$ cat config.mk
export PLATFORM = sky130hd
export DESIGN_NAME = software_timer_bank
export DESIGN_NICKNAME = d
export VERILOG_FILES = /design/src/rtl/core/swtb_pkg.sv /design/src/rtl/core/swtb_cell.sv /design/src/rtl/core/software_timer_bank.sv
export SDC_FILE = /design/constraint.sdc
export NUM_CORES = 2
export LEC_CHECK = 0
export BUFFER_PORTS_ARGS = -buffer_cell sky130_fd_sc_hd__buf_4
export CORE_ASPECT_RATIO = 0.5
export CORE_MARGIN = 2
export CORE_UTILIZATION = 55
export DETAILED_ROUTE_END_ITERATION = 10
export HOLD_SLACK_MARGIN = 0.05
export MAX_ROUTING_LAYER = met4
export PLACE_DENSITY_LB_ADDON = 0.1
export SLEW_MARGIN = 20
export SYNTH_ARGS = -nofsm -noshare
export SYNTH_HDL_FRONTEND = slang
export SYNTH_SLANG_ARGS = --single-unit
$ cat constraint.sdc
create_clock -name i_clk -period 9.1 [get_ports i_clk]
set_clock_uncertainty 0.15 [all_clocks]
set_input_delay 1.365 -clock i_clk [delete_from_list [all_inputs] [get_ports i_clk]]
set_output_delay 1.365 -clock i_clk [all_outputs]
set_load 0.05 [all_outputs]
$ cat src/rtl/core/swtb_pkg.sv
// Shared types and constants for the software timer bank.
package swtb_pkg;

    localparam int TIMER_SLOTS_DEF = 8;
    localparam int MASK_W          = 8;
    localparam int SLOT_W          = 3;
    localparam int PERIOD_W        = 32;
    localparam int STEP_W          = 16;
    localparam logic [STEP_W-1:0] TICK_STEP_RESET = 16'd100;

    // Request opcodes
    localparam logic [2:0] OP_TICK   = 3'd0;
    localparam logic [2:0] OP_CREATE = 3'd1;
    localparam logic [2:0] OP_START  = 3'd2;
    localparam logic [2:0] OP_STOP   = 3'd3;
    localparam logic [2:0] OP_DELETE = 3'd4;

    typedef struct packed {
        logic [2:0]          opcode;
        logic [SLOT_W-1:0]   timer_slot;
        logic [PERIOD_W-1:0] period;
        logic                periodic;
    } t_req;

    typedef struct packed {
        logic [MASK_W-1:0] fired_mask;
        logic [SLOT_W-1:0] created_slot;
        logic              create_failed;
    } t_rsp;

    // Request token passed from cell to cell
    typedef struct packed {
        logic [2:0]          opcode;
        logic [SLOT_W-1:0]   timer_slot;
        logic [PERIOD_W-1:0] period;
        logic                periodic;
        logic                claimed;
        logic [SLOT_W-1:0]   created_slot;
        logic [MASK_W-1:0]   fired_mask;
    } t_tok;

    typedef enum logic [1:0] {
        ST_IDLE,
        ST_WALK,
        ST_DONE
    } t_ctl_state;

endpackage

$ cat src/rtl/core/swtb_cell.sv
// One timer slot: holds its state and updates it as the request token passes.
module swtb_cell
    import swtb_pkg::*;
#(
    parameter int INDEX = 0
) (
    input  logic              i_clk,
    input  logic              i_rst_n,
    input  logic [STEP_W-1:0] i_step,
    input  logic              i_tok_valid,
    input  t_tok              i_tok,
    output logic              o_tok_valid,
    output t_tok              o_tok
);

    localparam logic [MASK_W-1:0] FIRE_BIT =
        (INDEX < MASK_W) ? MASK_W'(1 << (INDEX % MASK_W)) : '0;
    localparam logic [SLOT_W-1:0] IDX_CODE = SLOT_W'(INDEX % (1 << SLOT_W));
    localparam logic ADDRESSABLE = (INDEX < (1 << SLOT_W));

    logic                r_used, n_used;
    logic [PERIOD_W-1:0] r_period, n_period;
    logic [PERIOD_W-1:0] r_remain, n_remain;
    logic                r_periodic, n_periodic;
    logic                r_tok_valid;
    t_tok                r_tok, n_tok;
    logic                w_hit;

    assign w_hit = ADDRESSABLE && (i_tok.timer_slot == IDX_CODE) && r_used;

    always_comb begin
        n_used     = r_used;
        n_period   = r_period;
        n_remain   = r_remain;
        n_periodic = r_periodic;
        n_tok      = i_tok;
        if (i_tok_valid) begin
            case (i_tok.opcode)
                OP_TICK: begin
                    if (r_used && (r_remain != '0)) begin
                        if (r_remain <= {{(PERIOD_W-STEP_W){1'b0}}, i_step}) begin
                            n_remain         = r_periodic ? r_period : '0;
                            n_tok.fired_mask = i_tok.fired_mask | FIRE_BIT;
                        end else begin
                            n_remain = r_remain - {{(PERIOD_W-STEP_W){1'b0}}, i_step};
                        end
                    end
                end
                OP_CREATE: begin
                    if (!i_tok.claimed && !r_used) begin
                        n_used             = 1'b1;
                        n_period           = i_tok.period;
                        n_remain           = i_tok.period;
                        n_periodic         = i_tok.periodic;
                        n_tok.claimed      = 1'b1;
                        n_tok.created_slot = IDX_CODE;
                    end
                end
                OP_START: begin
                    if (w_hit) n_remain = r_period;
                end
                OP_STOP: begin
                    if (w_hit) n_remain = '0;
                end
                OP_DELETE: begin
                    if (w_hit) n_used = 1'b0;
                end
                default: begin
                end
            endcase
        end
    end

    always_ff @(posedge i_clk) begin
        if (!i_rst_n) begin
            r_used      <= 1'b0;
            r_tok_valid <= 1'b0;
        end else begin
            r_used      <= n_used;
            r_tok_valid <= i_tok_valid;
        end
        r_period   <= n_period;
        r_remain   <= n_remain;
        r_periodic <= n_periodic;
        r_tok      <= n_tok;
    end

    assign o_tok_valid = r_tok_valid;
    assign o_tok       = r_tok;

endmodule

$ cat src/rtl/core/software_timer_bank.sv
// Top level of the software timer bank: request control, config register, cell chain.
// Path from request accept to result valid: head register, one register per slot cell as
//   the request token walks the chain one cell per cycle, result register, output register.
// One request at a time: input stalls while a request walks and until its result is loaded for output.
// Reset (synchronous, active low): all slots free, tick step 100 ms, no result pending.
module software_timer_bank
    import swtb_pkg::*;
#(
    parameter int TIMER_SLOTS = TIMER_SLOTS_DEF
) (
    input  logic        i_clk,
    input  logic        i_rst_n,
    // request channel
    input  logic        i_in_valid,
    output logic        o_in_stall,
    input  t_req        i_in_req,
    // result channel
    output logic        o_out_valid,
    input  logic        i_out_stall,
    output t_rsp        o_out_rsp,
    // config port
    input  logic        psel,
    input  logic        penable,
    input  logic        pwrite,
    input  logic [2:0]  paddr,
    input  logic [31:0] pwdata,
    output logic [31:0] prdata,
    output logic        pready
);

    // Word index of the tick step register (byte address 0)
    localparam logic REG_TICK_STEP = 1'b0;

    t_ctl_state        r_state, n_state;
    logic [STEP_W-1:0] r_step;
    logic              r_head_valid;
    t_tok              r_head;
    t_rsp              r_res;
    logic              r_out_valid;
    t_rsp              r_out;

    logic w_accept;
    logic w_out_load;
    logic w_cfg_wr;

    // Token wires along the chain: index 0 is the head, TIMER_SLOTS is the tail
    logic w_vld [0:TIMER_SLOTS];
    t_tok w_tok [0:TIMER_SLOTS];

    // ---------------- config register ----------------
    assign pready   = 1'b1;
    assign w_cfg_wr = psel && penable && pwrite && pready && (paddr[2] == REG_TICK_STEP);
    assign prdata   = (paddr[2] == REG_TICK_STEP) ? {16'd0, r_step} : 32'd0;

    always_ff @(posedge i_clk) begin
        if (!i_rst_n) begin
            r_step <= TICK_STEP_RESET;
        end else if (w_cfg_wr) begin
            r_step <= pwdata[STEP_W-1:0];
        end
    end

    // ---------------- control ----------------
    always_comb begin
        n_state = r_state;
        unique case (r_state)
            ST_IDLE: if (i_in_valid) n_state = ST_WALK;
            ST_WALK: if (w_vld[TIMER_SLOTS]) n_state = ST_DONE;
            ST_DONE: if (!r_out_valid || !i_out_stall) n_state = ST_IDLE;
            default: n_state = ST_IDLE;
        endcase
    end

    always_comb begin
        o_in_stall = 1'b1;
        w_out_load = 1'b0;
        unique case (r_state)
            ST_IDLE: o_in_stall = 1'b0;
            ST_WALK: o_in_stall = 1'b1;
            ST_DONE: w_out_load = !r_out_valid || !i_out_stall;
            default: o_in_stall = 1'b1;
        endcase
    end

    assign w_accept = i_in_valid && !o_in_stall;

    always_ff @(posedge i_clk) begin
        if (!i_rst_n) begin
            r_state      <= ST_IDLE;
            r_head_valid <= 1'b0;
            r_out_valid  <= 1'b0;
        end else begin
            r_state      <= n_state;
            r_head_valid <= w_accept;
            if (w_out_load) begin
                r_out_valid <= 1'b1;
            end else if (!i_out_stall) begin
                r_out_valid <= 1'b0;
            end
        end
    end

    // head token: fresh request with empty result fields
    always_ff @(posedge i_clk) begin
        if (w_accept) begin
            r_head.opcode       <= i_in_req.opcode;
            r_head.timer_slot   <= i_in_req.timer_slot;
            r_head.period       <= i_in_req.period;
            r_head.periodic     <= i_in_req.periodic;
            r_head.claimed      <= 1'b0;
            r_head.created_slot <= '0;
            r_head.fired_mask   <= '0;
        end
    end

    assign w_vld[0] = r_head_valid;
    assign w_tok[0] = r_head;

    // ---------------- slot cells ----------------
    for (genvar g = 0; g < TIMER_SLOTS; g++) begin : g_cell
        swtb_cell #(
            .INDEX (g)
        ) u_cell (
            .i_clk       (i_clk),
            .i_rst_n     (i_rst_n),
            .i_step      (r_step),
            .i_tok_valid (w_vld[g]),
            .i_tok       (w_tok[g]),
            .o_tok_valid (w_vld[g+1]),
            .o_tok       (w_tok[g+1])
        );
    end

    // ---------------- result ----------------
    // Capture the tail token; a create that no cell claimed failed.
    always_ff @(posedge i_clk) begin
        if (w_vld[TIMER_SLOTS]) begin
            r_res.fired_mask    <= w_tok[TIMER_SLOTS].fired_mask;
            r_res.created_slot  <= w_tok[TIMER_SLOTS].created_slot;
            r_res.create_failed <= (w_tok[TIMER_SLOTS].opcode == OP_CREATE) &&
                                   !w_tok[TIMER_SLOTS].claimed;
        end
        if (w_out_load) begin
            r_out <= r_res;
        end
    end

    assign o_out_valid = r_out_valid;
    assign o_out_rsp   = r_out;

endmodule
==> qor.yml <==
holdPathStages: 0
hpwl_um: 90900
ys.flop_type: "edfxtp_1"
final_util: 0.620
setup_tns_ps: 0
setup_violations: 0
grt.total_usage: 0.311
grt_pass1_wl_um: 194000
p_leak_nw: 17.7
cts_max_level: 3
root_buffer: "clkbuf_16"
cp_top_family: "compound AO/OA/AOI/OAI gates"
rows: 73
max_stage_delay_ps: 1060
min_period_ps: 5100
wl_um: 128000
worstMarginPinSlew_ps: 1120
path_max_fanout: 26
die_h_um: 206
power_density_mw_per_mm2: 185
hold_viol: 0
post_cts_buffers: 0
ys_seq_area_frac: 0.558
post_drt_wl_per_cell_um: 24.0
status: "completed"
drive_gt1_frac: 0.102
path_depth: 11
worstPathRequired_ps: 9390
synthCells: 4113
grt_max_degree: 49
worst_ep_arrival_time_ps: 5390
endpoint_kind: "flip-flop"
yosysTopAreaCellShare: 0.391
rsz0062_at_grt: "no"
finalMaxSlewViolations: 0
cpMostUsedCell: "a21oi_1"
gr-total-overflow: 0
tritoncts: "yes"
synthArstFlopShare: 0
post_cts_resized: 0
muxShareOfSynthArea: 0.00856
io_buffers: 92
drv_cap: 0
die_area_mm2: 0.0838
synth-simple-area-share: 0.131
synth_most_common_cell: "edfxtp_1"
vias: 33800
cp-start-kind: "flip-flop"
gp_congestion: 0.949
viasPerCell: 6.37
synth-compound-area-share: 0.189
drt_pass1_iterations: 6
nets: 4366
synth_top_area_cell: "edfxtp_1"
synth-seq-cells: 956
antenna_found_initial: 2
first_iter_violations: 3861
cp_slowest_cell: "dfxtp_1"
hold_buffers: 0
worst-r2r-cell-count: 11
rr_endpoint: "g_cell[7].u_cell.r_remain[22]$_DFFE_PP_"
synth_top_family_by_area: "compound AO/OA/AOI/OAI gates"
synth_top_cells_by_count: "edfxtp_1 (583), dfxtp_1 (373), a21oi_1 (300), nor2_1 (284)"
syn_to_final_growth_pct: 10.9
cts.clk_slew.worst_paths_ps: 70
die_w_um: 407
ant_nets: 0
cts_made_buffers: 85
antenna_cells: 0
initial_utilization: 0.559
syn_avg_cell_area_um2: 10.9
peakVddDrop_v: 0.000156
r2r-start: "r_step[0]$_SDFFE_PN0P_"
maxSlewHeadroom: 0.253
cp-startpoint: "r_step[0]$_SDFFE_PN0P_"
synthesis.area_mm2: 0.0447
coreArea_mm2: 0.0800
synth_edf_count: 583
synth.area.top_cells: "edfxtp_1 (39%), dfxtp_1 (17%), ha_1 (3.6%), a21oi_1 (3.4%), a22oi_1 (2.9%)"
cts_num_sinks: 956
post-route-period-util: 0.560
grt_pass1_vias: 32200
worst-r2r-setup-slack_ps: 4000
critical_path_class: "reg -> reg"
crit_chain: "ha_1 > fa_1 > nand2b_1 > a21o_1 > a21oi_1 > a21oi_1 > nand2_1 > a21oi_2 > buf_4 > nor2_1 > a221o_1"
clk_latency_ps: 700
yosys.area_share.xor_xnor: 0.0378
crit_buf_inv: 1
synth.distinct_cells: 94
fmax_ghz: 0.196
ys_warn_count: 0
min_path_type: "reg -> reg"
drc: 0
synthAdderAreaFrac: 0.0394
io_pins: 128
clockBufferDepth: 3
setup.worst_path.end: "g_cell[7].u_cell.r_remain[22]$_DFFE_PP_"
[logic make-up (layout without fill, tap and decap cells)]
| kind of cell | after synthesis | after routing |
|---|---|---|
| xor+xnor | 193 | 193 |
| fa+ha+maj | 136 | 136 |
| buf+inv | 392 | 486 |
| simple gates | 1129 | 1129 |
| compound gates | 1270 | 1270 |
| mux | 35 | 35 |
| flops | 956 | 956 |
| other cells | 2 | 17 |
[per-layer routing]
layer / share of wire / track usage
met3: 0.077 / 0.0476
met4: 0.027 / 0.0946
met5: 0 / -
met1: 0.44 / 0.423
met2: 0.46 / 0.484
[area by class of cell]
cell class / count / area (µm²)
Sequential cell: 956 / 25000
Clock buffer: 114 / 2520
Fill cell: 6435 / 30400
Multi-Input combinational cell: 2780 / 18400
Clock inverter: 46 / 508
Timing Repair Buffer: 175 / 1310
Tap cell: 1087 / 1360
Inverter: 151 / 567
[sequential cells by signal, indices dropped and copies added, names as in the netlist]
register	count
g_cell.u_cell.o_tok	337
g_cell.u_cell.r_period	256
g_cell.u_cell.r_remain	256
r_head	39
r_step	16
o_out_rsp	12
r_res	12
g_cell.u_cell.o_tok_valid	8
g_cell.u_cell.r_periodic	8
g_cell.u_cell.r_used	8
r_state	2
o_out_valid	1
r_head_valid	1
[worst min-delay path by stage]
stage,end,from,slack [ps]
floorplan,g_cell[1].u_cell.o_tok[0]$_DFF_P_,g_cell[0].u_cell.o_tok[0]$_SDFF_PN0_,160
global placement,g_cell[6].u_cell.o_tok[1]$_DFF_P_,g_cell[5].u_cell.o_tok[1]$_DFF_P_,160
detailed placement,g_cell[2].u_cell.o_tok[1]$_DFF_P_,g_cell[1].u_cell.o_tok[1]$_SDFF_PN0_,160
CTS,g_cell[4].u_cell.o_tok[3]$_DFF_P_,g_cell[3].u_cell.o_tok[3]$_SDFF_PN0_,170
global route,g_cell[1].u_cell.o_tok[0]$_DFF_P_,g_cell[0].u_cell.o_tok[0]$_SDFF_PN0_,180
finish,g_cell[4].u_cell.o_tok[3]$_DFF_P_,g_cell[3].u_cell.o_tok[3]$_SDFF_PN0_,170
[per-stage QoR]
stage               cell area, µm²  hold slack [ps]  setup WS [ps]  instances  total power, mW
global route                 49600              181           3730       5309             9.48
finish                       49600              173           4000       5309             9.20
detailed placement           46600              162           4120       5149             5.41
floorplan                    44800              160           4760       4128             5.20
global placement             46600              162           4180       5149             5.40
CTS                          49600              169           4080       5309             9.24
[power breakdown]
part	leakage, nW	switching [mW]	internal (mW)	total (mW)
Clock	1.50	1.70	2.17	3.88
Combinational	7.82	0.330	0.205	0.535
Sequential	8.41	0.107	4.68	4.79
[placed cells by master (no fill, tap or decap), drive strengths merged, types with 29 or more instances in the layout]
cell type	n
clkbuf	114
a22oi	175
nor3	88
buf	175
a221oi	32
a31oi	97
nand4	50
inv	158
xnor2	116
dfxtp	373
nor4	63
nand2	199
nand3	67
xor2	77
edfxtp	583
o21ai	195
a21o	53
nor2b	45
a21oi	303
nand2b	120
and3	29
clkinv	30
or3	37
o22ai	82
ha	128
nor2	286
o21a	32
or2	32
a221o	43
a211oi	40
Power figures use the tool's default switching activity.
